[src/hdl/pat_pkg.sv]
`default_nettype none
package pat_pkg;
    localparam int MAX_ENTRIES = 16;
    localparam int PATH_BYTES  = 64;
    localparam logic [7:0] SLASH_CHAR = 8'h2F;

    localparam int W_POS  = $clog2(PATH_BYTES + 1);
    localparam int W_ADDR = $clog2(PATH_BYTES);
    localparam int W_IDX  = 4;
    localparam int W_CNT  = $clog2(MAX_ENTRIES + 1);

    localparam logic [1:0] CMD_CHECK = 2'd0;
    localparam logic [1:0] CMD_ADD   = 2'd1;

    localparam logic [1:0] ST_OK      = 2'd0;
    localparam logic [1:0] ST_DENIED  = 2'd1;
    localparam logic [1:0] ST_NOPERM  = 2'd2;
    localparam logic [1:0] ST_INVALID = 2'd3;

    typedef struct packed {
        logic              en;
        logic [W_ADDR-1:0] addr;
        logic [7:0]        data;
    } t_wr;

    typedef struct packed {
        logic             en;
        logic [7:0]       data;
        logic [W_POS-1:0] pos;
    } t_cmp;

    typedef struct packed {
        logic              clr;
        logic              we_new;
        logic              we_perm;
        logic [W_IDX-1:0]  idx;
        logic [W_ADDR-1:0] len;
        logic [2:0]        perm;
        logic              eslash;
    } t_upd;

    typedef struct packed {
        logic             is_add;
        logic [W_POS-1:0] qlen;
    } t_scan_cfg;

    typedef struct packed {
        logic              vld;
        logic              found;
        logic [W_ADDR-1:0] top_len;
        logic [W_IDX-1:0]  idx;
        logic [2:0]        perm;
    } t_scan;

    typedef struct packed {
        logic [2:0]       perm;
        logic [W_IDX-1:0] idx;
        logic             matched;
        logic [1:0]       status;
    } t_res;
endpackage
`default_nettype wire

[src/hdl/pat_cell.sv]
`default_nettype none
module pat_cell (
    input  wire                         i_clk,
    input  wire                         i_rst_n,
    input  wire  [pat_pkg::W_IDX-1:0]   i_index,
    input  wire  [pat_pkg::W_CNT-1:0]   i_count,
    input  wire  [pat_pkg::W_ADDR-1:0]  i_rd_addr,
    input  pat_pkg::t_wr                i_wr,
    input  pat_pkg::t_cmp               i_cmp,
    input  pat_pkg::t_upd               i_upd,
    input  pat_pkg::t_scan_cfg          i_cfg,
    input  pat_pkg::t_scan              i_scan,
    output pat_pkg::t_scan              o_scan
);
    import pat_pkg::*;

    logic [7:0]        r_mem [PATH_BYTES];
    logic [7:0]        r_rd;
    logic [W_ADDR-1:0] r_len;
    logic [2:0]        r_perm;
    logic              r_eslash;
    logic              r_alive;
    logic              r_slash;
    t_scan             r_scan;
    t_scan             n_scan;
    logic              w_valid;
    logic              w_sel;
    logic [W_POS-1:0]  w_len;
    logic              w_cand;

    assign w_valid = {{(W_CNT-W_IDX){1'b0}}, i_index} < i_count;
    assign w_sel   = {{(W_CNT-W_IDX){1'b0}}, i_index} == i_count;
    assign w_len   = {{(W_POS-W_ADDR){1'b0}}, r_len};

    always_ff @(posedge i_clk) begin
        if (i_wr.en && w_sel) begin
            r_mem[i_wr.addr] <= i_wr.data;
        end
        r_rd <= r_mem[i_rd_addr];
    end

    always_ff @(posedge i_clk) begin
        if (i_upd.we_new && i_upd.idx == i_index) begin
            r_len    <= i_upd.len;
            r_perm   <= i_upd.perm;
            r_eslash <= i_upd.eslash;
        end else if (i_upd.we_perm && i_upd.idx == i_index) begin
            r_perm <= i_upd.perm;
        end
    end

    always_ff @(posedge i_clk) begin
        if (!i_rst_n || i_upd.clr) begin
            r_alive <= 1'b1;
            r_slash <= 1'b0;
        end else if (i_cmp.en && w_valid) begin
            if (i_cmp.pos < w_len) begin
                if (r_rd != i_cmp.data) begin
                    r_alive <= 1'b0;
                end
            end else if (i_cmp.pos == w_len) begin
                r_slash <= (i_cmp.data == SLASH_CHAR);
            end
        end
    end

    always_comb begin
        n_scan = i_scan;
        w_cand = 1'b0;
        if (i_scan.vld && w_valid && r_alive) begin
            if (i_cfg.is_add) begin
                if (!i_scan.found && w_len == i_cfg.qlen) begin
                    n_scan.found = 1'b1;
                    n_scan.idx   = i_index;
                    n_scan.perm  = r_perm;
                end
            end else begin
                w_cand = (r_len != '0) && (w_len <= i_cfg.qlen)
                       && ((w_len == i_cfg.qlen) || r_slash || r_eslash);
                if (w_cand && r_len > i_scan.top_len) begin
                    n_scan.found   = 1'b1;
                    n_scan.top_len = r_len;
                    n_scan.idx     = i_index;
                    n_scan.perm    = r_perm;
                end
            end
        end
    end

    always_ff @(posedge i_clk) begin
        if (!i_rst_n) begin
            r_scan <= '0;
        end else begin
            r_scan <= n_scan;
        end
    end

    assign o_scan = r_scan;
endmodule
`default_nettype wire

[config.mk]
export PLATFORM = sky130hd
export DESIGN_NAME = pat_cell
export DESIGN_NICKNAME = d
export VERILOG_FILES = /design/src/hdl/pat_pkg.sv /design/src/hdl/pat_cell.sv
export SDC_FILE = /design/constraint.sdc
export NUM_CORES = 1
export LEC_CHECK = 0
export BUFFER_PORTS_ARGS = -buffer_cell sky130_fd_sc_hd__buf_4
export CAP_MARGIN = 0
export CORE_AREA = 4 4 238 240
export CTS_CLUSTER_DIAMETER = 200
export DETAILED_ROUTE_END_ITERATION = 12
export DIE_AREA = 0 0 242 244
export SLEW_MARGIN = 0
export SYNTH_ARGS = -nofsm -noshare
export SYNTH_HDL_FRONTEND = slang
export SYNTH_SLANG_ARGS = --single-unit
[constraint.sdc]
create_clock -name i_clk -period 3.6 [get_ports i_clk]
set_input_delay 1.08 -clock i_clk [delete_from_list [all_inputs] [get_ports i_clk]]
set_output_delay 1.08 -clock i_clk [all_outputs]
set_load 0.01 [all_outputs]
==> reports/results.txt, run 1 <==
The tools report the post-cts repair resize count as 0. Among cell families on the critical path, the largest total delay comes from simple AND/OR/NAND/NOR gates. For the maximum number of pins on one net before global-route repair, the log shows 65. The horizontal extent of the die was 242 µm.

Prior to clock tree synthesis, the placed netlist has a worst setup slack of -0.167 ns. The synthesized design spends more area on one cell type than any other, namely sky130_fd_sc_hd__edfxtp_1. In the routed layout, each cell is associated on average with a via count of 5.44. Number of distinct standard cells referenced by the synthesized netlist: 53. Routability-driven placement finished with a final weighted congestion of 0.844. The library cell appearing most often on the critical path is sky130_fd_sc_hd__buf_4. For the count of placed standard cells including taps, the log shows 1,965. The leakage power of the design was 8.50 nW; the number of I/O port buffers was 102.

The cell sitting at the root of the clock tree is a sky130_fd_sc_hd__clkbuf_16. Detailed placement ended at an HPWL of 32,500 µm. The startpoint identified for the worst register-to-register timing path is r_len[4]$_DFFE_PP_.

For the number of cells produced by synthesis, the log shows 1,107. Synthesized area: 21,700 µm². The worst path uses 92.2% of the clock period. In the post-synthesis netlist, the biggest area contributors are sky130_fd_sc_hd__edfxtp_1, sky130_fd_sc_hd__mux4_2, sky130_fd_sc_hd__dfxtp_1, sky130_fd_sc_hd__nor2_1, sky130_fd_sc_hd__ha_1. The count of nets left with antenna violations once routing finished came out at 0. The number of flip-flops and latches in the synthesized netlist was 547; the average wire per standard cell was 24.8 µm. In this run the deepest clock path goes through 3 buffers. Fraction of final layout cells sized beyond drive strength 1: 30.2%. The via count of the routed design was 11,200; the CTS clock-pin slew for the worst setup and hold paths was 0.06 ns.

Walking the worst path, the cells encountered are buf_4 -> ha_1 -> nand4b_1 -> nor3_1 -> nand3_1 -> nor2_1 -> buf_4. The run gives 17.2% as the all-layer global routing usage. Overall power consumption after layout is estimated at 13.3 mW. The floorplan die height is 244 µm. Sequential cells were found to cover 74.6% of the synthesized design area. Headroom to the max-slew limit came out at 38.4%. Initial antenna violation count: 0. The kind of critical path is in2reg. In this run the power density over the cells is 520 nW/µm². The number of global-route vias before repair is 11,600. CTS saw 547 sinks. In this run the standard cell core region covers 54,700 µm². The total overflow left after global routing is 0. Measured in cells, the most critical reg-to-reg path has a length of 8. Pin placement for this block handled 103 I/O pins. The stage delay of the slowest cell on the critical path came out at 0.78 ns. The utilization of the core after routing is 46.9%, and the actual transition at the worst max-transition pin is 0.920 ns. The signal arrival time at the worst endpoint is 3.61 ns.

STA classifies the critical path endpoint as a flip-flop. The number of nets produced by synthesis is 1,217. Setup repair after global routing left no endpoint under its margin.

The most common cell after layout, fill and taps aside is sky130_fd_sc_hd__edfxtp_1. The post-CTS setup buffer count is 0. The worst register-to-register path ends at o_scan[1]$_SDFF_PN0_. The final instance count without filler cells is 2,063. For the count of TritonRoute iterations in the first routing pass, the log shows 5. The detailed-route wire length was 51,100 µm; the post-layout net count was 1,428. The number of violations reported at the end of detailed-routing iteration 0 was 1,058; the proportion of synthesized flip-flops having asynchronous set or reset was 0%. Across the run, the number of max-cap violations was 0.

Setup violations remaining at the end of the flow were counted as 0. The worst-case IR drop observed on VDD is 373 µV. In this run, post-CTS hold repair placed 0 buffers.

The run finished with clean final reports. For this run, the number of Yosys warnings is 0. The most used flip-flop cell after synthesis is sky130_fd_sc_hd__edfxtp_1. The instance count along the most critical hold path is 2, and the post-layout minimum cycle time is 3.32 ns. The startpoint of the worst hold path is r_alive$_SDFFE_PP1P_. The total buffers and inverters traversed by the critical path is 2, and the portion of synthesized cell area occupied by the leading cell type is 72.3%. The number of CTS-inserted buffers was 55. The count of flip-flops with a built-in enable after synthesis came out at 522.

The hold slack was 0.484 ns; the register-to-register setup slack was 1.31 ns. Relative to the synthesized area, the layout overhead comes to 18.2%. The DRC violation count after routing was 0.

At the later pin of the worst-skew pair, clock insertion delay measures 0.61 ns. Maximum achievable frequency: 301 MHz. The path class of the lowest-slack min-delay path was reg2reg. The initial utilization of the core area, before any placement, comes to 39.7%.

The run gives 59,000 µm² as the total die area. The logs give 0 for the antenna diode instance count and 2 for the number of H-tree branching levels. In this run the core area contains 86 standard-cell rows. Of all nets on the critical path, the largest fanout is 8. In the layout the commonest cells are sky130_fd_sc_hd__edfxtp_1, sky130_fd_sc_hd__buf_4, sky130_fd_sc_hd__mux4_2.

Averaged over all synthesized cells, the footprint is 19.6 µm². The cell at the slowest stage of the critical path is sky130_fd_sc_hd__nand3_1. The data required time of the worst path was 3.89 ns; the global-route wire length before repair was 76,400 µm. The tools report the startpoint kind of the worst setup timing path as a primary input.

The post-route worst setup slack came out at 0.280 ns. The tools report the hold-critical path endpoint as r_alive$_SDFFE_PP1P_. The tools report the total count of hold-check failures in the final report as 0.

TritonCTS built the clock tree. Between clock sinks in the finished design, the worst skew comes to 0.0283 ns. Final number of max-transition violations: 0.
## kinds of logic (layout without fill, tap and decap cells)
family / Yosys count / count (layout) / share of synthesized area (%)
flops: 547 / 547 / 74.6
mux: 142 / 142 / 14.1
buf+inv: 72 / 324 / 1.78
fa+ha+maj: 22 / 22 / 1.27
compound gates: 104 / 104 / 3.39
simple gates: 208 / 208 / 4.40
xor+xnor: 12 / 12 / 0.485
## worst register-to-register path: cells and delay by family, from the launching register on
kind            cells  cell delay (ns)
simple gates        2             0.17
compound gates      3             0.69
flops               1             0.50
fa+ha+maj           1             0.36
mux                 1             0.28
buf+inv             1             0.20
## routing by layer
layer | vias to the layer above | part of all wire (%) | global-route usage (%)
met5 | - | 0 | 0
met4 | 0 | 2.1 | 4.66
met3 | 69 | 7.4 | 4.08
met2 | 423 | 47 | 27.0
met1 | 5796 | 44 | 24.3
li1 | 4930 | - | -
## power by group
part	total, mW	switching, mW	internal (mW)
combinational	0.741	0.428	0.313
sequential	7.01	0.0169	6.99
clock	5.59	2.36	3.22
total	13.3	2.81	10.5
## cell type report
| class | count | area [µm²] |
|---|---|---|
| Multi-Input combinational cell | 488 | 5120 |
| Timing Repair Buffer | 201 | 1600 |
| Clock buffer | 65 | 1450 |
| Sequential cell | 547 | 16200 |
| Tap cell | 704 | 881 |
| Fill cell | 4587 | 29000 |
| Inverter | 25 | 93.8 |
| Clock inverter | 33 | 319 |
## synth_stat cells (4+ instances only)
| cell type | number |
|---|---|
| sky130_fd_sc_hd__ha_1 | 22 |
| sky130_fd_sc_hd__o22a_1 | 4 |
| sky130_fd_sc_hd__nand2_1 | 52 |
| sky130_fd_sc_hd__mux4_2 | 121 |
| sky130_fd_sc_hd__a21oi_1 | 11 |
| sky130_fd_sc_hd__o21ai_0 | 16 |
| sky130_fd_sc_hd__inv_1 | 25 |
| sky130_fd_sc_hd__edfxtp_1 | 522 |
| sky130_fd_sc_hd__nand3b_1 | 5 |
| sky130_fd_sc_hd__buf_4 | 4 |
| sky130_fd_sc_hd__clkbuf_1 | 27 |
| sky130_fd_sc_hd__xnor2_1 | 8 |
| sky130_fd_sc_hd__a22oi_1 | 24 |
| sky130_fd_sc_hd__a22o_1 | 8 |
| sky130_fd_sc_hd__nor3_1 | 9 |
| sky130_fd_sc_hd__mux2i_1 | 14 |
| sky130_fd_sc_hd__xor2_1 | 4 |
| sky130_fd_sc_hd__buf_6 | 6 |
| sky130_fd_sc_hd__dfxtp_1 | 25 |
| sky130_fd_sc_hd__mux4_1 | 7 |
| sky130_fd_sc_hd__nand2b_1 | 10 |
| sky130_fd_sc_hd__o22ai_1 | 11 |
| sky130_fd_sc_hd__o221ai_1 | 5 |
| sky130_fd_sc_hd__o311ai_1 | 4 |
| sky130_fd_sc_hd__nand3_1 | 7 |
| sky130_fd_sc_hd__a211oi_1 | 6 |
| sky130_fd_sc_hd__nor2_1 | 89 |
| sky130_fd_sc_hd__buf_2 | 5 |
| sky130_fd_sc_hd__and2_1 | 4 |
| sky130_fd_sc_hd__nor2b_1 | 13 |
## worst max path at each step
stage                              to        from  slack (ns)  cells after the start
2_1_floorplan  r_mem[63][0]$_DFFE_PP_  i_count[3]        0.77                      6
3_3_place_gp   r_mem[62][6]$_DFFE_PP_  i_index[3]       -0.18                      7
3_5_place_dp   r_mem[46][4]$_DFFE_PP_  i_index[3]       -0.17                      7
4_1_cts        r_mem[46][5]$_DFFE_PP_  i_index[3]        0.46                      7
5_1_grt        r_mem[62][2]$_DFFE_PP_  i_index[3]        0.30                      7
6_report       r_mem[46][5]$_DFFE_PP_  i_index[3]        0.28                      7
## registers in the layout, indices dropped and copies added (netlist names)
name,count
r_alive,1
r_rd,8
r_len,6
r_perm,3
r_slash,1
r_mem,512
o_scan,15
r_eslash,1
## metrics by stage
| stage | instance area (µm²) | setup TNS (ns) |
|---|---|---|
| 5_1_grt | 25600 | 0 |
| 3_3_place_gp | 23900 | -10.57 |
| 2_1_floorplan | 21700 | 0 |
| 4_1_cts | 25600 | 0 |
| 6_report | 25600 | 0 |
| 3_5_place_dp | 23900 | -10.73 |
Power figures use the tool's default switching activity.
==> inputs of run 2 (changes only) <==
Clock period 3.6 ns to 3.1 ns, I/O delays scaled along.
==> run 2 against run 1 <==
- sequential cell count unchanged
- first-iteration DRC count down 13%
- global-route usage up 0.12 points
- clock power up 15%
- largest power group unchanged
==> reports/results.txt, run 2 (same netlist as run 1, synthesis figures left out) <==
The run finished with clean final reports. The logs give 4,612 for the count of filler cells inserted in the layout and 0 for the antenna diode instance count. The total die area is 59,000 µm². The power after layout is 15.4 mW. Setup repair after global routing left no endpoint under its margin. TritonCTS built the clock tree. The count of TritonRoute iterations in the first routing pass is 5, and the number of rows created at floorplan is 86. The first global-routing pass estimated 76,600 µm of wire.

Based on the critical path, the design can be clocked at up to 408 MHz. The HPWL after detailed placement is 32,800 µm. The horizontal extent of the die was 242 µm.

Before CTS, the worst setup slack after placement is 0.0495 ns. At the end of routability-driven placement, the weighted congestion stood at 0.807. The instance count along the most critical hold path is 2. The signal on the critical path passes through buf_4 -> mux4_2 -> nor2b_1 -> a211oi_1 -> buf_4 -> nor2_1 -> nor2_1 -> o311ai_1.

The tools report the post-CTS setup buffer count as 0. Of the total power, combinational logic draws 5.6%. The cell at the slowest stage of the critical path is sky130_fd_sc_hd__buf_4. The run gives 54,700 µm² as the core footprint.

The master cell of the clock root buffer is sky130_fd_sc_hd__clkbuf_16. Number of global-route vias before repair: 11,900. The worst path uses 79.1% of the clock period. Setup total negative slack on the finished layout was measured at 0 ns. The leftover overflow at the end of global routing was 0.

The finished cells cover 25,800 µm². The post-cts repair resize count was 0. Largest fanout of any net on the critical path: 35.

The detailed router finished its first iteration with 918 violations. The path class of the lowest-slack min-delay path is reg2reg. CTS saw 547 sinks. The number of flip-flops under the largest register name was 512.

The number of H-tree branching levels came out at 2. Kind of critical path: in2reg. The DRC violation count after routing was 0; the via count of the routed design was 11,300. Max-cap violations in this run came to 0. The part of the power in the clock network is 41.5%, and the total power density per cell area is 599 nW/µm². Number of vias per cell: 5.42. The number of setup violations in the final report was 0.

For this design the total switching power over the nets is 3.26 mW. The clock tree buffer depth is 3. The setup skew after layout was 0.0246 ns.

For this block, the routed nets add up to 51,200 µm of wire. The worst path needs 2.45 ns of the cycle, external delays included. The final instance count without filler cells was 2,086. The layout overhead on the synthesized area is 18.8%.

In the final routed layout, each cell accounts on average for 24.6 µm. The analysis attributes to cell leakage a power of 8.58 nW. The number of top-level pins is 103, and the post-route worst setup slack is 0.649 ns. At the pin with the least slew margin, the transition time is 1.03 ns. The logs give 17.3% for the all-layer global routing usage and 55 for the number of CTS-inserted buffers.

STA classifies the critical path endpoint as a flip-flop. The count of nets left with antenna violations once routing finished came out at 0. Data on the critical path is required at its endpoint by 3.57 ns. The later pin in the worst-skew pair is clocked with a latency of 0.61 ns. The number of I/O port buffers is 102, and the cell-internal power is 12.2 mW. Entering global routing, the biggest net connects 65 pins. Once placement finished, the instance area stood at 24,000 µm². Headroom to the max-slew limit came out at 31.3%.

Total count of hold-check failures in the final report: 0. In this run switching power makes up 21.1% of total power. Final number of max-transition violations: 0. For this run, the share of the core covered by cells in the final layout is 47.1%. The tightest hold path in the finished design has a slack of 0.470 ns.

The post-layout net count is 1,445. In the layout the commonest cells are sky130_fd_sc_hd__edfxtp_1, sky130_fd_sc_hd__buf_4, sky130_fd_sc_hd__mux4_2. The worst-case IR drop observed on VDD is 425 µV. The floorplan die height was 244 µm.

For the initial antenna violation count, the log shows 0. The sequential fraction of design power was 52.9%. After detailed placement, the design holds a cell count of 1,982. The run gives 0 as the hold buffer count at CTS. On the worst path, the slowest cell contributes a delay of 0.45 ns. More flip-flops sit in one register than any other, and that register is r_mem. The post-route netlist has 30.8% of its cells at a drive strength greater than 1. Data on the critical path arrives at its endpoint at 2.92 ns. The library cell used most frequently in the layout, excluding fill and tap cells, is sky130_fd_sc_hd__edfxtp_1. Startpoint kind of the worst setup timing path: a primary input. For this configuration, the core starts out at a cell density of 39.7%.

The cell count of the worst reg-to-reg path was 7; the CTS clock-pin slew for the worst setup and hold paths was 0.06 ns.
[run 2: cell types whose count changed in the layout (fill, tap and decap cells not counted), sizes merged]
cell	before	now
buf	200	217
bufinv	5	4
inv	27	26
clkbuf	66	69
clkinv	21	26
[run 2: path summary, 6_finish.rpt]
check                                              to                 start  slack [ns]
worst max-delay path                  r_rd[7]$_DFF_P_          i_rd_addr[1]        0.65
worst min-delay path             r_alive$_SDFFE_PP1P_  r_alive$_SDFFE_PP1P_        0.47
worst max register to register  o_scan[11]$_SDFF_PN0_    r_len[3]$_DFFE_PP_        0.83
worst min register to register   r_alive$_SDFFE_PP1P_  r_alive$_SDFFE_PP1P_        0.47
[run 2: per-layer routing]
metal	track usage [%]	vias up	routed length (µm)
li1	-	4970	-
met1	24.0	5862	22000
met2	28.3	414	24600
met3	3.27	69	3610
met4	4.78	0	1010
met5	0	-	0
[run 2: final cells by class]
type,count,area (µm²),area share [%]
clock inverter,36,292,1.13
tap,704,881,3.42
multi-input combinational,488,5120,19.9
inverter,25,93.8,0.364
timing repair buffer,218,1740,6.77
clock buffer,68,1460,5.65
sequential,547,16200,62.8
[run 2: power groups by stage]
stage / Combinational, mW / Clock, mW / Sequential [mW]
floorplan: 0.449 / 0 / 8.30
global placement: 0.863 / 0 / 8.31
detailed placement: 0.874 / 0 / 8.31
CTS: 0.876 / 6.58 / 8.15
global route: 0.932 / 6.88 / 8.15
finish: 0.862 / 6.41 / 8.15
[run 2: worst max-delay path, delay by kind of cell]
family          cells  cell delay [ns]
mux                 1             0.42
buf+inv             2             0.63
compound gates      2             0.47
simple gates        3             0.43
==> inputs of run 3 (changes only) <==
Clock period 3.1 ns to 2.28 ns, I/O delays scaled along.
==> run 3 against run 2 <==
- setup slack lost 0.56 ns
- via count grew 3.9%
- clock skew down 0.0024 ns
- cell count up 4.4%
- sequential power is 36% higher
- combinational power increased by 61%
- register-to-register slack got worse by 0.74 ns
- first-iteration DRC count down 2.7%
- die area unchanged
- critical endpoint is now o_scan[2]$_SDFF_PN0_
- largest cell class unchanged
- highest routed layer unchanged
==> reports/results.txt, run 3 (same netlist as run 1, synthesis figures left out) <==
The net count of the finished layout is 1,537. The leftover overflow at the end of global routing came out at 0. For the number of maximum-capacitance violations, the log shows 0. The clock tree synthesis step divided the H-tree into 2 levels. The maximum achievable frequency is 458 MHz. Dividing the detail-routed via count by the number of cells gives 5.40. The initial antenna violation count is 0, and the total power density per cell area is 776 nW/µm². The first detailed-routing pass ran for 5 iterations. At the worst endpoint, the arrival time is 2.73 ns.

The run gives 0 as the total count of hold-check failures in the final report. The register with the most flip-flops in the layout has 512 of them. For the worst max-slew margin expressed relative to the limit, the log shows 46.3%.

The number of clock buffers added by TritonCTS is 56. From synthesis to final layout, the design area changed by 27.9%. The floorplan step defined a core boundary enclosing 54,700 µm². Buffers placed on the I/O ports in this run total 102.

Clock latency reported for the late side of the worst-skew pair: 0.62 ns. The number of top-level pins was 103. The floorplan step set the die width to 242 µm. The tools report the maximum number of pins on one net before global-route repair as 65. The tools report the category of the worst setup path capture point as a flip-flop. The all-layer global routing usage came out at 18.5%.

Summed over all cells, the static leakage comes to 9.29 nW. The placer's final routability congestion estimate is 0.820. Power after layout: 21.5 mW.

The critical path is of the reg2reg type. The longest clock path from root to sink contains 3 buffers. In the routed design, unresolved DRC markers number 0. The switching share of power is 21.4%, and the post-route setup TNS is 0 ns. Of the available clock period, the critical path in the final layout requires 95.9%. The number of global-route vias before repair is 12,300, and the setup skew after layout is 0.0223 ns. In this run, the number of DRC markers left after iteration 0 of detailed routing was 893. The analysis attributes to net switching a power of 4.60 mW. The logs give 2,069 for the count of placed standard cells including taps and 547 for the total number of clock tree sinks. In the layout the commonest cells are sky130_fd_sc_hd__edfxtp_1, sky130_fd_sc_hd__buf_4, sky130_fd_sc_hd__mux4_2. After floorplanning, the core was divided into 86 placement rows.

The starting utilization of the core area is 39.7%, and the final instance count without filler cells is 2,177. In this run, the clock network consumes 42.0% of the power. The tools report the final number of max-transition violations as 0.

Counting flops per register, the top entry is r_mem. The tools report the share of total power in combinational logic as 6.5%. The antenna diode instance count is 0. Leaving out fill and tap cells, the most frequent cell in the layout is sky130_fd_sc_hd__edfxtp_1. After detailed routing, the average wire length per cell comes to 25.0 µm. In this run the worst hold path is classified as in2reg. In this run the vertical extent of the chip is 244 µm. The run gives 754 µV as the maximum ir drop on the vdd rail. The flow ran to the end, and the final reports show no timing, DRC or antenna violations. Setup violations remaining at the end of the flow were counted as 0. The cell sitting at the root of the clock tree is a sky130_fd_sc_hd__clkbuf_16.

Hold repair after CTS inserted 0 buffers. At the pin with the least slew margin, the transition time is 0.806 ns. In the final layout, the share of cells above drive strength 1 is 40.7%. The total die area was 59,000 µm²; the hold slack was 0.246 ns. The via count of the routed design was 11,800; the global-route wire length before repair was 81,600 µm. Fill cells in the final layout number 4,399. Of the total power, registers draw 51.5%. The internal portion of the total power is 16.9 mW. The run gives 0 as the final antenna-violating net count. TritonCTS built the clock tree.

In this run the worst path has a maximum fanout of 7. HPWL after detailed placement: 35,900 µm. The worst setup path is launched from a flip-flop. The CTS clock-pin slew for the worst setup and hold paths was 0.06 ns. STA puts the critical path data required time at 2.82 ns.

The run gives 54,300 µm as the detailed-route wire length. The smallest clock period supported by the final layout is computed as 2.19 ns.
run 3: cell count changes in the layout (fill, tap and decap cells not counted), moves of 4 or more:
cell / delta
sky130_fd_sc_hd__buf_12: +61
sky130_fd_sc_hd__buf_4: +30
sky130_fd_sc_hd__clkbuf_1: -6
sky130_fd_sc_hd__clkinv_1: +4
sky130_fd_sc_hd__nand2_1: -6
sky130_fd_sc_hd__nand2_2: +6
sky130_fd_sc_hd__nor2_1: -64
sky130_fd_sc_hd__nor2_2: +27
sky130_fd_sc_hd__nor2_4: +37
run 3: per-layer routing:
layer  up-vias  share of wire (%)  global-route usage [%]  wire [µm]
met4         0                2.2                    4.76       1180
li1       5175                  -                       -          -
met1      6100                 44                    25.9      23800
met2       406                 47                    29.4      25600
met3        71                6.9                    4.46       3760
met5         -                  0                       0          0
run 3: final cells by class:
| type | instances | area [µm²] | share of cell area (%) |
|---|---|---|---|
| Timing Repair Buffer | 309 | 3190 | 11.5 |
| Tap cell | 704 | 881 | 3.18 |
| Multi-Input combinational cell | 488 | 5570 | 20.1 |
| Clock inverter | 40 | 333 | 1.20 |
| Inverter | 25 | 96.3 | 0.347 |
| Clock buffer | 64 | 1480 | 5.35 |
| Sequential cell | 547 | 16200 | 58.3 |
run 3: worst paths after layout:
path                                      startpoint  slack, ns  cells after the start                   end
worst max-delay path              r_len[4]$_DFFE_PP_       0.09                      8  o_scan[2]$_SDFF_PN0_
worst min-delay path                        i_upd[2]       0.25                      1   r_perm[1]$_DFFE_PP_
worst max register to register    r_len[4]$_DFFE_PP_       0.09                      8  o_scan[2]$_SDFF_PN0_
worst min register to register  r_alive$_SDFFE_PP1P_       0.48                      2  r_alive$_SDFFE_PP1P_
run 3: what timing repair did:
item	4_1_cts	5_1_grt
endpoints found under the setup margin	0	13
hold endpoints to repair	0	0
resized for setup	0	1
setup buffers	0	4
run 3: worst max-delay path, stage by stage, from the launching register on:
cell and delay [ns]:
sky130_fd_sc_hd__edfxtp_1 0.50, sky130_fd_sc_hd__ha_1 0.35, sky130_fd_sc_hd__nand4b_1 0.13, sky130_fd_sc_hd__nor2_1 0.21, sky130_fd_sc_hd__nand2_1 0.12, sky130_fd_sc_hd__or2_2 0.30
sky130_fd_sc_hd__a21oi_2 0.13, sky130_fd_sc_hd__buf_4 0.19, sky130_fd_sc_hd__mux2i_1 0.19
run 3: through the flow:
stage | util, % | worst slack (ns) | area [µm²]
after floorplan | - | -0.0613 | 22100
after global placement | 47.3 | -0.391 | 25900
after detailed placement | 47.3 | -0.439 | 25900
after CTS | 50.7 | 0.103 | 27700
after global routing | 50.7 | -0.0680 | 27700
final | 50.7 | 0.0943 | 27700
run 3: power by group through the flow:
| stage | clock network [mW] | logic, mW | registers, mW |
|---|---|---|---|
| global route | 9.67 | 1.50 | 11.1 |
| CTS | 9.22 | 1.41 | 11.1 |
| detailed placement | 0 | 1.40 | 11.3 |
| floorplan | 0 | 0.639 | 11.3 |
| global placement | 0 | 1.38 | 11.3 |
| finish | 9.03 | 1.39 | 11.1 |
